===== src/design/brle_pkg.sv =====
`default_nettype none
package brle_pkg;

  localparam int WIDTH_BITS = 12;
  localparam int COL_BITS   = 13;

  localparam logic [11:0] WIDTH_RESET  = 12'd640;
  localparam logic [11:0] HEIGHT_RESET = 12'd480;

  // escape codes following a zero count byte
  localparam logic [7:0] ESC_EOL   = 8'd0;
  localparam logic [7:0] ESC_EOP   = 8'd1;
  localparam logic [7:0] ESC_DELTA = 8'd2;

  localparam logic [7:0] NIB_MASK = 8'd15;

  // event queue between decoder and output stage
  localparam int QDEPTH = 4;
  localparam int QAW    = 2;

  typedef enum logic [1:0] {
    CFG_MODE   = 2'd0,
    CFG_WIDTH  = 2'd1,
    CFG_HEIGHT = 2'd2
  } cfg_idx_t;

  typedef enum logic [5:0] {
    PH_COUNT = 6'b000001,
    PH_VALUE = 6'b000010,
    PH_DX    = 6'b000100,
    PH_DY    = 6'b001000,
    PH_LIT   = 6'b010000,
    PH_PAD   = 6'b100000
  } phase_t;

  typedef struct packed {
    logic        rle4_mode;
    logic [11:0] image_width;
    logic [11:0] image_height;
  } cfg_t;

  // results caused by one byte: an optional run, then an optional marker
  typedef struct packed {
    logic        has_run;
    logic        has_mark;
    logic [11:0] row;
    logic [12:0] column;
    logic [7:0]  pixel_count;
    logic [7:0]  color_even;
    logic [7:0]  color_odd;
  } ev_t;

  typedef struct packed {
    logic full;
    logic empty;
  } qstat_t;

endpackage
`default_nettype wire


===== src/design/bmp_rle_decoder.sv =====
// A taken byte's results are registered in the event queue and read from its head.
// Throughput: one byte per cycle unless full; a byte with run and marker takes two pops.
// The four-entry event queue sets how far input may run ahead of a stalled reader.
// Reset (rst, synchronous): RLE8, width 640, height 480, decoding at column 0 of row 479,
// queue empty.
`default_nettype none
module bmp_rle_decoder import brle_pkg::*; #(
  parameter int MAX_DIM = 4096
) (
  input  wire logic        clk,
  input  wire logic        rst,
  input  wire logic        push,
  output logic             full,
  input  wire logic        restart,
  input  wire logic [7:0]  code_byte,
  output logic             empty,
  input  wire logic        pop,
  output logic             kind,
  output logic [11:0]      row,
  output logic [12:0]      column,
  output logic [7:0]       pixel_count,
  output logic [7:0]       color_even,
  output logic [7:0]       color_odd,
  output logic             last,
  input  wire logic        cfg_valid,
  output logic             cfg_ready,
  input  wire logic [1:0]  cfg_index,
  input  wire logic [11:0] cfg_data
);

  cfg_t   cfg;
  ev_t    ev, head;
  logic   ev_push, q_pop, take;
  qstat_t qstat;

  assign cfg_ready = 1'b1;
  assign full      = qstat.full;
  assign take      = push && !qstat.full;

  always_ff @(posedge clk) begin
    if (rst) begin
      cfg.rle4_mode    <= 1'b0;
      cfg.image_width  <= WIDTH_RESET;
      cfg.image_height <= HEIGHT_RESET;
    end else if (cfg_valid && cfg_ready) begin
      case (cfg_idx_t'(cfg_index))
        CFG_MODE:   cfg.rle4_mode    <= cfg_data[0];
        CFG_WIDTH:  cfg.image_width  <= cfg_data;
        CFG_HEIGHT: cfg.image_height <= cfg_data;
        default:    cfg.rle4_mode    <= cfg.rle4_mode;
      endcase
    end
  end

  brle_front #(.MAX_DIM(MAX_DIM)) u_front (
    .clk       (clk),
    .rst       (rst),
    .cfg       (cfg),
    .take      (take),
    .restart   (restart),
    .code_byte (code_byte),
    .ev_push   (ev_push),
    .ev        (ev)
  );

  brle_queue u_queue (
    .clk   (clk),
    .rst   (rst),
    .wr    (ev_push),
    .wr_ev (ev),
    .rd    (q_pop),
    .head  (head),
    .stat  (qstat)
  );

  brle_back u_back (
    .clk         (clk),
    .rst         (rst),
    .head        (head),
    .q_empty     (qstat.empty),
    .q_pop       (q_pop),
    .pop         (pop),
    .empty       (empty),
    .kind        (kind),
    .row         (row),
    .column      (column),
    .pixel_count (pixel_count),
    .color_even  (color_even),
    .color_odd   (color_odd),
    .last        (last)
  );

endmodule
`default_nettype wire


===== src/design/brle_front.sv =====
`default_nettype none
module brle_front import brle_pkg::*; #(
  parameter int MAX_DIM = 4096
) (
  input  wire logic       clk,
  input  wire logic       rst,
  input  wire cfg_t       cfg,
  input  wire logic       take,
  input  wire logic       restart,
  input  wire logic [7:0] code_byte,
  output logic            ev_push,
  output ev_t             ev
);

  localparam logic [12:0] DIM_CAP = 13'((MAX_DIM > 4096) ? 4096 : MAX_DIM);
  localparam logic [12:0] ROW_CAP =
    ({1'b0, HEIGHT_RESET} > DIM_CAP) ? DIM_CAP : {1'b0, HEIGHT_RESET};
  localparam logic [11:0] ROW_START = 12'(ROW_CAP - 13'd1);

  phase_t      phase, phase_next, phase_e;
  logic [7:0]  run_count, run_count_next, run_e;
  logic [7:0]  literals_left, literals_left_next, left_e;
  logic        literal_parity, literal_parity_next, parity_e;
  logic [12:0] cur_column, cur_column_next, col_e;
  logic [11:0] cur_row, cur_row_next, row_e;
  logic [7:0]  delta_dx, delta_dx_next, dx_e;
  logic        finished, finished_next, fin_e;

  logic [12:0] w_eff, h_eff;
  logic [13:0] w_lim;
  logic [11:0] start_row;
  logic        four;
  logic        line_chk, line_now, mark, has_run;
  logic [7:0]  cnt, ce, co;
  logic [12:0] row_diff;

  assign four  = cfg.rle4_mode;
  assign w_eff = ({1'b0, cfg.image_width} > DIM_CAP) ? DIM_CAP : {1'b0, cfg.image_width};
  assign w_lim = {1'b0, w_eff} + 14'd1;

  always_comb begin
    h_eff = ({1'b0, cfg.image_height} > DIM_CAP) ? DIM_CAP : {1'b0, cfg.image_height};
    if (h_eff == 13'd0) begin
      h_eff = 13'd1;
    end
    start_row = 12'(h_eff - 13'd1);
  end

  // state as seen by this byte, after an optional restart
  always_comb begin
    if (restart) begin
      phase_e  = PH_COUNT;
      run_e    = '0;
      left_e   = '0;
      parity_e = 1'b0;
      col_e    = '0;
      row_e    = start_row;
      dx_e     = '0;
      fin_e    = 1'b0;
    end else begin
      phase_e  = phase;
      run_e    = run_count;
      left_e   = literals_left;
      parity_e = literal_parity;
      col_e    = cur_column;
      row_e    = cur_row;
      dx_e     = delta_dx;
      fin_e    = finished;
    end
  end

  assign row_diff = {1'b0, row_e} - {5'd0, code_byte};

  always_comb begin
    phase_next          = phase_e;
    run_count_next      = run_e;
    literals_left_next  = left_e;
    literal_parity_next = parity_e;
    cur_column_next     = col_e;
    cur_row_next        = row_e;
    delta_dx_next       = dx_e;
    finished_next       = fin_e;
    line_chk = 1'b0;
    line_now = 1'b0;
    mark     = 1'b0;
    has_run  = 1'b0;
    cnt      = '0;
    ce       = four ? (code_byte >> 4) : code_byte;
    co       = four ? (code_byte & NIB_MASK) : code_byte;
    if (!fin_e) begin
      case (phase_e)
        PH_COUNT: begin
          run_count_next = code_byte;
          phase_next     = PH_VALUE;
        end
        PH_VALUE: begin
          if (run_e != 8'd0) begin
            has_run         = 1'b1;
            cnt             = run_e;
            cur_column_next = col_e + {5'd0, run_e};
            phase_next      = PH_COUNT;
            line_chk        = 1'b1;
          end else if (code_byte == ESC_EOL) begin
            phase_next = PH_COUNT;
            line_now   = 1'b1;
          end else if (code_byte == ESC_EOP) begin
            mark = 1'b1;
          end else if (code_byte == ESC_DELTA) begin
            phase_next = PH_DX;
          end else begin
            literals_left_next  = code_byte;
            literal_parity_next = four ? (code_byte[1] ^ code_byte[0]) : code_byte[0];
            phase_next          = PH_LIT;
          end
        end
        PH_DX: begin
          delta_dx_next = code_byte;
          phase_next    = PH_DY;
        end
        PH_DY: begin
          cur_column_next = col_e + {5'd0, dx_e};
          if (row_diff[12]) begin
            mark = 1'b1;
          end else begin
            cur_row_next = row_diff[11:0];
            phase_next   = PH_COUNT;
            line_chk     = 1'b1;
          end
        end
        PH_LIT: begin
          has_run = 1'b1;
          if (four) begin
            cnt = (left_e >= 8'd2) ? 8'd2 : left_e;
          end else begin
            cnt = 8'd1;
          end
          cur_column_next    = col_e + {5'd0, cnt};
          literals_left_next = left_e - cnt;
          if (literals_left_next == 8'd0) begin
            if (parity_e) begin
              phase_next = PH_PAD;
            end else begin
              phase_next = PH_COUNT;
              line_chk   = 1'b1;
            end
          end
        end
        PH_PAD: begin
          literal_parity_next = 1'b0;
          phase_next          = PH_COUNT;
          line_chk            = 1'b1;
        end
        default: begin
          phase_next = PH_COUNT;
        end
      endcase
    end
    if (line_chk && ({1'b0, cur_column_next} > w_lim)) begin
      line_now = 1'b1;
    end
    if (line_now) begin
      cur_column_next = '0;
      if (cur_row_next == 12'd0) begin
        mark = 1'b1;
      end else begin
        cur_row_next = cur_row_next - 12'd1;
      end
    end
    if (mark) begin
      finished_next = 1'b1;
      phase_next    = PH_COUNT;
    end
  end

  always_comb begin
    ev_push        = take && (has_run || mark);
    ev.has_run     = has_run;
    ev.has_mark    = mark;
    ev.row         = row_e;
    ev.column      = col_e;
    ev.pixel_count = cnt;
    ev.color_even  = ce;
    ev.color_odd   = (cnt == 8'd1) ? ce : co;
  end

  always_ff @(posedge clk) begin
    if (rst) begin
      phase          <= PH_COUNT;
      run_count      <= '0;
      literals_left  <= '0;
      literal_parity <= 1'b0;
      cur_column     <= '0;
      cur_row        <= ROW_START;
      delta_dx       <= '0;
      finished       <= 1'b0;
    end else if (take) begin
      phase          <= phase_next;
      run_count      <= run_count_next;
      literals_left  <= literals_left_next;
      literal_parity <= literal_parity_next;
      cur_column     <= cur_column_next;
      cur_row        <= cur_row_next;
      delta_dx       <= delta_dx_next;
      finished       <= finished_next;
    end
  end

endmodule
`default_nettype wire


===== src/design/brle_queue.sv =====
`default_nettype none
module brle_queue import brle_pkg::*; (
  input  wire logic clk,
  input  wire logic rst,
  input  wire logic wr,
  input  wire ev_t  wr_ev,
  input  wire logic rd,
  output ev_t       head,
  output qstat_t    stat
);

  ev_t            mem [QDEPTH];
  logic [QAW-1:0] wptr, rptr;
  logic [QAW:0]   count;
  logic           do_wr, do_rd;

  assign stat.full  = (count == (QAW+1)'(QDEPTH));
  assign stat.empty = (count == '0);
  assign do_wr      = wr && !stat.full;
  assign do_rd      = rd && !stat.empty;
  assign head       = mem[rptr];

  always_ff @(posedge clk) begin
    if (do_wr) begin
      mem[wptr] <= wr_ev;
    end
  end

  always_ff @(posedge clk) begin
    if (rst) begin
      wptr  <= '0;
      rptr  <= '0;
      count <= '0;
    end else begin
      if (do_wr) begin
        wptr <= wptr + 1'b1;
      end
      if (do_rd) begin
        rptr <= rptr + 1'b1;
      end
      if (do_wr && !do_rd) begin
        count <= count + 1'b1;
      end else if (do_rd && !do_wr) begin
        count <= count - 1'b1;
      end
    end
  end

endmodule
`default_nettype wire


===== src/design/brle_back.sv =====
`default_nettype none
module brle_back import brle_pkg::*; (
  input  wire logic  clk,
  input  wire logic  rst,
  input  wire ev_t   head,
  input  wire logic  q_empty,
  output logic       q_pop,
  input  wire logic  pop,
  output logic       empty,
  output logic       kind,
  output logic [11:0] row,
  output logic [12:0] column,
  output logic [7:0] pixel_count,
  output logic [7:0] color_even,
  output logic [7:0] color_odd,
  output logic       last
);

  logic run_done, run_done_next;
  logic show_mark, take;

  assign empty     = q_empty;
  assign show_mark = head.has_mark && (!head.has_run || run_done);
  assign take      = pop && !q_empty;

  always_comb begin
    kind        = show_mark;
    row         = show_mark ? '0 : head.row;
    column      = show_mark ? '0 : head.column;
    pixel_count = show_mark ? '0 : head.pixel_count;
    color_even  = show_mark ? '0 : head.color_even;
    color_odd   = show_mark ? '0 : head.color_odd;
    last        = show_mark || !head.has_mark;
  end

  // a run followed by a marker leaves the queue after the marker goes
  always_comb begin
    q_pop         = 1'b0;
    run_done_next = run_done;
    if (take) begin
      if (last) begin
        q_pop         = 1'b1;
        run_done_next = 1'b0;
      end else begin
        run_done_next = 1'b1;
      end
    end
  end

  always_ff @(posedge clk) begin
    if (rst) begin
      run_done <= 1'b0;
    end else begin
      run_done <= run_done_next;
    end
  end

endmodule
`default_nettype wire


===== config.mk =====
export PLATFORM = sky130hd
export DESIGN_NAME = bmp_rle_decoder
export DESIGN_NICKNAME = d
export VERILOG_FILES = /design/src/design/brle_pkg.sv /design/src/design/bmp_rle_decoder.sv /design/src/design/brle_front.sv /design/src/design/brle_queue.sv /design/src/design/brle_back.sv
export SDC_FILE = /design/constraint.sdc
export NUM_CORES = 1
export LEC_CHECK = 0
export BUFFER_PORTS_ARGS = -buffer_cell sky130_fd_sc_hd__buf_2
export CORE_ASPECT_RATIO = 1.25
export CORE_MARGIN = 2
export CORE_UTILIZATION = 45
export CTS_BUF_LIST = sky130_fd_sc_hd__clkbuf_4 sky130_fd_sc_hd__clkbuf_8 sky130_fd_sc_hd__clkbuf_16
export CTS_CLUSTER_SIZE = 16
export DETAILED_ROUTE_END_ITERATION = 8
export PLACE_DENSITY = 0.7
export SYNTH_ARGS = -nofsm -noshare
export SYNTH_HDL_FRONTEND = slang
export SYNTH_SLANG_ARGS = --single-unit

===== constraint.sdc =====
create_clock -name clk -period 7.55 [get_ports clk]
set_input_delay 1.1325 -clock clk [delete_from_list [all_inputs] [get_ports clk]]
set_output_delay 1.1325 -clock clk [all_outputs]
set_load 0.005 [all_outputs]

### Word-level counts from Yosys, hierarchy flattened

Memories as Yosys holds them, arrays and structs flattened. A register that Yosys moved wholly into a read port is not among the register bits.
Index checks and enable logic that the tools add are counted.

* memories: 1
* output and inout bits: 54
* bits in registers: 90
* input port bits: 28
* RAM bits: 204
* logic and storage cells: 167

Memory list
* u_queue.mem: depth 4, bits a word 51, read ports 1, clocked after memory_dff 1, write ports 1, line brle_queue.sv:12 `ev_t mem [QDEPTH];`

* bitwise operators: 1
* magnitude comparators: 4
* eq/ne operators: 12
* reduce and logical (&&, ||, !) cells: 29
* add/subtract/negate cells: 12
* muxes and demuxes: 93

Operator list (count)
* $mux W8: 24
* $mux W12: 8
* $mux W13: 7
* $mux W6: 9
* $add A13 B8 Y13: 3
* $pmux W13 S3: 1
* $mux W1: 32
* $pmux W8 S2: 2
* $pmux W6 S5: 1
* $gt A12 B13 Y1 const B: 2
* $sub A12 B1 Y12 const B: 2
* $eq A8 B1 Y1 const B: 2
* $logic_not A8 Y1: 2
* $add A13 B1 Y14 const B: 1
* $gt A13 B14 Y1: 1
* $logic_not A13 Y1: 1
* $sub A12 B8 Y13: 1
* $logic_not A12 Y1: 1
* $logic_and A1 B1 Y1: 9
* $eq A8 B2 Y1 const B: 1
* $ge A8 B2 Y1 const B: 1
* $reduce_bool A8 Y1: 1
* $sub A8 B8 Y8: 1
* $eq A6 B1 Y1 const B: 1
* 23 further kinds: 37

### Longest topological paths before layout

Gate-level depths: netlist of the first run.

* word-level depth: 21
* mapped depth: 35
* gate-level depth less buffers: 33

### By module

A second synthesis of the first run with hierarchy kept.

* cell total of the unflattened synthesis: 1379
* area total of the unflattened synthesis: 15956.6 sq um

By module, submodules not included
* brle_queue: cells an instance 315, area an instance 7885.1 sq um, times used 1, seq. area each 6306.0 sq um
* brle_front: cells an instance 890, area an instance 6436.2 sq um, times used 1, seq. area each 1141.1 sq um
* bmp_rle_decoder: cells an instance 105, area an instance 1076.0 sq um, times used 1, seq. area each 500.5 sq um
* brle_back: cells an instance 69, area an instance 559.3 sq um, times used 1, seq. area each 20.0 sq um

### Worst setup path before layout of the first run

Ideal clock, no wire load.

* kind: input -> register
* from: input port restart
* to: memory u_queue.mem[0][0] in the netlist's numbering, enable pin
* path slack: -0.456 ns
* cell stages on the path: 27
* data arrival time: 7.596 ns
* library setup time: 0.409 ns
* cells stage by stage: buf_2 clkbuf_1 clkbuf_1 clkbuf_1 buf_1 clkbuf_1 nor2b_1 ha_1 fa_1 a21o_1 a21o_1 a21o_1 a21o_1 a31oi_1 a211oi_1 a31o_2 a21oi_1 ha_1 nand3_1 nor2_1 a41o_1 a221oi_1 o32ai_2 nor2b_4 nand3_1 a21oi_1 and2_1

RTL lines
* from (decl): line bmp_rle_decoder.sv:14 `input wire logic restart,`
* to (decl): line brle_queue.sv:12

==> impl_metrics.csv, run 1 <==
group,metric,value,unit
synth,synth-edff-count,188,
synth,synth_ff_type,"edfxtp_1",
worst_setup_path,cp_max_fo,15,
sta,min_period_over_period,92.3,%
cts,htreeDepth,1,
routing,drt_first_pass_iters,5,
cts,clkSlewWorstSetupHoldPaths,0.07,ns
sta,hold_viol_final,0,
placement,numPortBuffers,80,
synth,postSynthCellCount,1325,
worst_setup_path,setup.worst_path.end_class,"flip-flop",
worst_setup_path,critPathMostFrequentCell,"ha_1",
sta,whs,0.474,ns
routing,drtAntennaViolNets,0,
routing,wirelength,36600,um
power,vdd_drop_max,0.000160,V
synth,async_reset_ff_share,0,%
grt,antenna_found_initial,1,
routing,first_iter_violations,864,
flow_run,drv_cap,0,
placement,post-place-ws,0.0188,ns
sta,fin_crit,6.97,ns
floorplan,core-area,32600,um^2
floorplan,rows,74,
power,power.density,210,nW/um^2
cts,post-cts-setup-buffer-count,0,
worst_setup_path,path_buf_inv,3,
sta,tightest_slew,0.987,ns
grt,overflow,0,
power,leakage,6.17,nW
worst_setup_path,crit_family,"simple AND/OR/NAND/NOR gates",
routing,drc,0,
cts,worstSkewPairLatency,0.55,ns
sta,rsz0062_at_grt,"false",
worst_setup_path,worstSetupPathType,"reg2reg",
power,total_power,3.52,mW
sta,clock_skew,0.0140,ns
sta,slew-limit-headroom,34.0,%
final_layout,fin_nets,1503,
cts,cts_hold_buf,0,
worst_setup_path,worst-r2r-setup-slack,0.58,ns
sta,fin_tns_setup,0,ns
placement,gp_congestion,0.913,
final_layout,stdcell_area,16700,um^2
cts,cts-root-buf,"clkbuf_16",
grt,grt_use_total,21.0,%
cts,cts_tree,"built",
cts,cts-buffers-inserted,28,
cts,cts.sinks,280,
worst_setup_path,start_kind,"flip-flop",
outcome,status,"finished, final reports clean",
worst_hold_path,hp-class,"reg2reg",
sta,max_freq,144,MHz
placement,dpl_cell_area,15800,um^2
worst_setup_path,max_stage_delay,0.59,ns
grt,grt_first_pass_wirelength,58000,um
synth,synth_warnings,0,
final_layout,drive_gt1_share,17.6,%
sta,finalWorstSetupSlack,0.585,ns
cts,ctsResizeCount,0,
final_layout,diodes,0,
grt,grt_max_degree,69,
routing,vias,10904,
sta,setup_viol,0,
floorplan,fp.dieH,207,um
synth,syn_area_per_cell,11.2,um^2
worst_setup_path,arrival,7.44,ns
cts,cts_buffer_depth,3,
final_layout,area_growth_syn_to_layout,13.1,%
routing,routed_via_density,5.88,
placement,dp_hpwl,25800,um
floorplan,io_pins,82,
synth,netlist-cell-type-count,89,
floorplan,die_area,34400,um^2
worst_setup_path,cpMaxStageDelayCell,"or4_4",
synth,yosysSeqAreaShare,50.6,%
routing,wire_per_inst,19.7,um
synth,yosys_register_bits,280,
sta,slew_viol_final,0,
worst_setup_path,cp.required,8.03,ns
floorplan,start_util,45.4,%
synth,synth_area,14800,um^2
grt,grt_pass1_vias,10714,
floorplan,fp.dieW,166,um
-- stage by stage --
stage | instances | util [%]
final | 1853 | 51.4
after global routing | 1853 | 51.4
after CTS | 1853 | 51.4
after detailed placement | 1802 | 48.5
after global placement | 1802 | 48.5
after floorplan | 1330 | -
-- routing by layer --
layer  global-route usage (%)  part of all wire (%)  wire [um]  up-vias
met5                        0                 0.036         13        -
met4                     7.79                   3.1       1120        2
met3                     2.46                   5.3       1950       72
met2                     36.5                    49      17900      360
met1                     27.2                    43      15500     5342
li1                         -                     -          -     5128
-- cells in the final DEF, fill, tap and decap left out, types with 6 or more instances in the layout --
cell type | Yosys | routed
edfxtp_1 | 188 | 188
nand2_1 | 129 | 129
nor2_1 | 116 | 116
dfxtp_1 | 92 | 90
nor2b_1 | 82 | 82
buf_2 | 4 | 80
a21oi_1 | 75 | 74
ha_1 | 56 | 56
mux4_2 | 47 | 47
o21ai_0 | 44 | 43
nand3_1 | 35 | 35
buf_4 | 6 | 35
inv_1 | 33 | 33
mux2i_1 | 29 | 29
clkbuf_16 | 0 | 29
xnor2_1 | 27 | 27
nor3_1 | 20 | 19
xor2_1 | 18 | 18
and3_1 | 16 | 16
a21o_1 | 16 | 16
nand2b_1 | 14 | 14
a22oi_1 | 14 | 14
a31oi_1 | 12 | 12
a22o_1 | 12 | 12
o211ai_1 | 11 | 11
nand4_1 | 10 | 10
or3_1 | 10 | 10
or4_1 | 9 | 9
a211oi_1 | 8 | 8
nor3b_1 | 7 | 7
o22ai_1 | 7 | 7
a221oi_1 | 7 | 7
clkinv_1 | 1 | 7
clkbuf_4 | 0 | 7
nor4_1 | 6 | 6
o31ai_1 | 6 | 6
and2_2 | 1 | 6
conb_1 | 1 | 6
-- where the power goes --
part           switching, mW  internal, mW  total [mW]  leakage, nW
clock network          0.579         0.805        1.38        0.451
registers             0.0307          1.66        1.69         2.50
logic                  0.264         0.179       0.443         3.23
total                  0.873          2.64        3.52         6.17
-- cells by family after synthesis --
group                    synth area share (%)
other                                  0.0253
buffers and inverters                    2.82
flip-flops                               50.6
XOR/XNOR                                 2.66
multiplexers                             9.42
AND/OR/NAND/NOR                          17.3
adder cells (fa/ha/maj)                  5.41
AO/OA/AOI/OAI                            11.8
-- worst reg2reg max path, delay by kind of cell, from the launching register on --
| family | cells | cell delay (ns) |
|---|---|---|
| AO/OA/AOI/OAI | 8 | 1.58 |
| flip-flops | 1 | 0.36 |
| multiplexers | 1 | 0.24 |
| AND/OR/NAND/NOR | 11 | 2.40 |
| XOR/XNOR | 2 | 0.38 |
| adder cells (fa/ha/maj) | 5 | 1.47 |
| buffers and inverters | 3 | 0.48 |
-- state kept, by name (all words and copies together) (netlist names), 3 cells and up, named ones only --
signal / cells
u_front.literals_left: 8
u_front.run_count: 8
u_front.phase: 6
u_queue.count: 3
u_front.cur_column: 13
cfg: 25
u_queue.mem: 188
u_front.cur_row: 12
u_front.delta_dx: 8
-- cells in the mapped netlist (14+ instances only) --
| cell type | instances | area [um^2] |
|---|---|---|
| edfxtp_1 | 188 | 5650 |
| nand2_1 | 129 | 484 |
| nor2_1 | 116 | 435 |
| dfxtp_1 | 92 | 1840 |
| nor2b_1 | 82 | 513 |
| a21oi_1 | 75 | 375 |
| ha_1 | 56 | 701 |
| mux4_2 | 47 | 1060 |
| o21ai_0 | 44 | 220 |
| clkbuf_1 | 43 | 161 |
| nand3_1 | 35 | 175 |
| inv_1 | 33 | 124 |
| mux2i_1 | 29 | 290 |
| xnor2_1 | 27 | 236 |
| nor3_1 | 20 | 100 |
| xor2_1 | 18 | 158 |
| a21o_1 | 16 | 120 |
| and3_1 | 16 | 100 |
| a22oi_1 | 14 | 105 |
| nand2b_1 | 14 | 87.6 |
-- area by class of cell --
type	instances	area, um^2
fill	2865	15800
sequential	280	7490
multi-input combinational	950	6940
clock buffer	37	792
timing repair buffer	119	743
tap	418	523
inverter	35	131
clock inverter	14	125
-- worst paths after layout --
check	from	endpoint	cells after the start
worst min register to register	u_front.delta_dx[7]	u_front.delta_dx[7]	1
worst max register to register	cfg[5]	u_queue.count[2]	30
worst min-delay path	u_front.delta_dx[7]	u_front.delta_dx[7]	1
worst max-delay path	cfg[5]	u_queue.count[2]	30
(Power assumes the default switching activity.)
==> inputs of run 2 (changes only) <==
--- a/config.mk
+++ b/config.mk
@@ -5,6 +5,7 @@
 export SDC_FILE = /design/constraint.sdc
 export NUM_CORES = 1
 export LEC_CHECK = 0
+export ABC_AREA = 1
 export BUFFER_PORTS_ARGS = -buffer_cell sky130_fd_sc_hd__buf_2
 export CORE_ASPECT_RATIO = 1.25
 export CORE_MARGIN = 2
==> run 2 against run 1 <==
  * Worst hold slack lost 0.0098 ns
  * Wire length increased by 15%
  * Synthesized cell count grew 43%
  * Area after synthesis is 6.6% higher
  * Sequential share of layout area fell by 2.2 points
  * First-iteration DRC count up 23%
  * Critical endpoint unchanged
  * Largest cell class unchanged
==> impl_metrics.csv, run 2 <==
group,metric,value,unit
synth,synth_warnings,0,
synth,yosys_register_bits,280,
placement,numPortBuffers,80,
grt,grt_max_degree,85,
sta,slew-limit-headroom,34.2,%
cts,cts_buffer_depth,3,
synth,synth_area_leaders,"edfxtp_1, dfxtp_1, nor2_1",
final_layout,largest_register_ffs,188,
final_layout,final_common_cell,"nor2_1",
synth,async_reset_ff_share,0,%
cts,ctsResizeCount,0,
power,power.density,238,nW/um^2
final_layout,drive_gt1_share,13.3,%
worst_setup_path,r2r-start,"u_front.phase[0]",
cts,htreeDepth,1,
routing,drt_first_pass_iters,7,
synth,synth_ff_type,"edfxtp_1",
power,leakage,7.14,nW
cts,cts_tree,"built",
sta,rsz0062_at_grt,"false",
grt,grt_use_total,22.8,%
final_layout,fin_nets,2032,
worst_setup_path,critPathLaunch,"restart",
sta,hold_viol_final,0,
floorplan,start_util,45.7,%
final_layout,top_regs,"u_queue.mem x188, cfg x25, u_front.cur_column x13",
worst_setup_path,crit_family,"simple AND/OR/NAND/NOR gates",
grt,grt_first_pass_wirelength,66000,um
synth,postSynthCellCount,1891,
final_layout,top_register,"u_queue.mem",
final_layout,area_growth_syn_to_layout,11.7,%
synth,yosysSeqAreaShare,47.5,%
floorplan,io_pins,82,
worst_setup_path,cpMaxStageDelayCell,"fa_1",
floorplan,core-area,34500,um^2
cts,cts.sinks,280,
routing,wirelength,41900,um
routing,first_iter_violations,1063,
sta,fin_tns_setup,0,ns
sta,clock_skew,0.0280,ns
synth,syn_area_per_cell,8.34,um^2
final_layout,mostFrequentLayoutCells,"nor2_1, nand2_1, o21ai_0, inv_1, edfxtp_1",
sta,slew_viol_final,0,
grt,grt_pass1_vias,12414,
cts,post-cts-setup-buffer-count,0,
routing,drc,0,
worst_setup_path,cp_max_fo,14,
synth,synthTopCellsByCount,"nor2_1, nand2_1, o21ai_0, inv_1, edfxtp_1",
cts,worstSkewPairLatency,0.57,ns
floorplan,rows,76,
flow_run,drv_cap,0,
synth,synth_top_area_share,35.8,%
synth,synth_area,15800,um^2
synth,yosys.cell_count.top_type,"nor2_1",
routing,wire_per_inst,17.2,um
worst_setup_path,setup.worst_path.end_class,"flip-flop",
placement,gp_congestion,0.939,
worst_setup_path,worstReg2RegEnd,"u_queue.count[2]",
worst_hold_path,hp-class,"reg2reg",
sta,max_freq,147,MHz
worst_setup_path,worstSetupPathType,"in2reg",
worst_setup_path,rr_worst_depth,41,
routing,routed_via_density,5.47,
final_layout,diodes,0,
sta,min_period_over_period,90.0,%
sta,tightest_slew,0.980,ns
synth,yosys.area.top_type,"edfxtp_1",
sta,fin_crit,6.80,ns
synth,netlist-cell-type-count,63,
cts,cts-root-buf,"clkbuf_16",
worst_setup_path,critical_path_depth,43,
worst_hold_path,holdPathStages,2,
floorplan,fp.dieW,171,um
sta,setup_viol,0,
synth,synth-edff-count,188,
grt,overflow,0,
worst_setup_path,worst-r2r-setup-slack,1.34,ns
outcome,status,"finished, final reports clean",
cts,clkSlewWorstSetupHoldPaths,0.06,ns
worst_setup_path,cp.required,8.03,ns
routing,drtAntennaViolNets,0,
cts,cts_hold_buf,0,
power,vdd_drop_max,0.000225,V
floorplan,die_area,36600,um^2
placement,dp_hpwl,29400,um
sta,finalWorstSetupSlack,0.755,ns
placement,post-place-ws,0.358,ns
worst_hold_path,min-delay-start,"u_queue.rptr[1]",
worst_setup_path,path_buf_inv,8,
floorplan,fp.dieH,213,um
routing,vias,13307,
worst_setup_path,max_stage_delay,0.41,ns
worst_setup_path,arrival,7.27,ns
worst_setup_path,start_kind,"primary input",
grt,antenna_found_initial,0,
cts,cts-buffers-inserted,28,
[run 2: per-stage QoR]
| step | hold slack (ns) | instance area (um^2) | std cells | utilization, % | total power [mW] |
|---|---|---|---|---|---|
| 6_report | 0.464 | 17600 | 2433 | 51.1 | 4.19 |
| 5_1_grt | 0.486 | 17600 | 2433 | 51.1 | 4.38 |
| 4_1_cts | 0.466 | 17600 | 2433 | 51.1 | 4.21 |
| 3_5_place_dp | 0.450 | 16600 | 2381 | 48.1 | 2.68 |
| 3_3_place_gp | 0.444 | 16600 | 2381 | 48.1 | 2.66 |
| 2_1_floorplan | 0.433 | 15800 | 1896 | - | 2.39 |
[run 2: kinds of logic after synthesis]
| kind of cell | Yosys count | share of synthesized area, % |
|---|---|---|
| and+or+nand+nor | 796 | 23.2 |
| AOI/OAI and AO/OA | 428 | 14.9 |
| buffers and inverters | 293 | 7.48 |
| DFF | 280 | 47.5 |
| adders and majority gates | 61 | 5.08 |
| xor gates and xnor gates | 28 | 1.55 |
| muxes | 4 | 0.285 |
| other | 1 | 0.0238 |
[run 2: cell type report]
class | instances | area, um^2
Fill cell | 3228 | 16900
Sequential cell | 280 | 7490
Multi-Input combinational cell | 1323 | 7170
Clock buffer | 36 | 803
Inverter | 208 | 785
Tap cell | 468 | 586
Timing Repair Buffer | 102 | 566
Clock inverter | 16 | 224
[run 2: worst max path at each step]
stage	to	slack, ns
2_1_floorplan	u_queue.mem[0][0]	0.79
3_3_place_gp	u_queue.count[2]	0.53
5_1_grt	u_queue.count[2]	0.19
4_1_cts	u_queue.count[2]	0.83
3_5_place_dp	u_queue.count[2]	0.36
6_report	u_queue.count[2]	0.75
[run 2: report_power, final]
group	internal, mW	switching [mW]	total, mW
Combinational	0.298	0.624	0.922
Clock	0.926	0.606	1.53
Sequential	1.69	0.0439	1.73
[run 2: routing by layer]
| metal | routed length, um | share of wire [%] | vias to the layer above | global-route usage [%] |
|---|---|---|---|---|
| li1 | - | - | 6491 | - |
| met4 | 985 | 2.3 | 0 | 6.37 |
| met5 | 0 | 0 | - | 0 |
| met3 | 2580 | 6.2 | 75 | 2.38 |
| met1 | 17800 | 43 | 6299 | 30.3 |
| met2 | 20500 | 49 | 442 | 39.6 |
[run 2: worst register-to-register path: cells and delay by family, from the launching register on]
kind	cells	cell delay, ns
flops	1	0.35
buf+inv	5	0.53
fa+ha+maj	5	1.52
simple gates	22	2.43
compound gates	8	1.19
xor+xnor	1	0.14
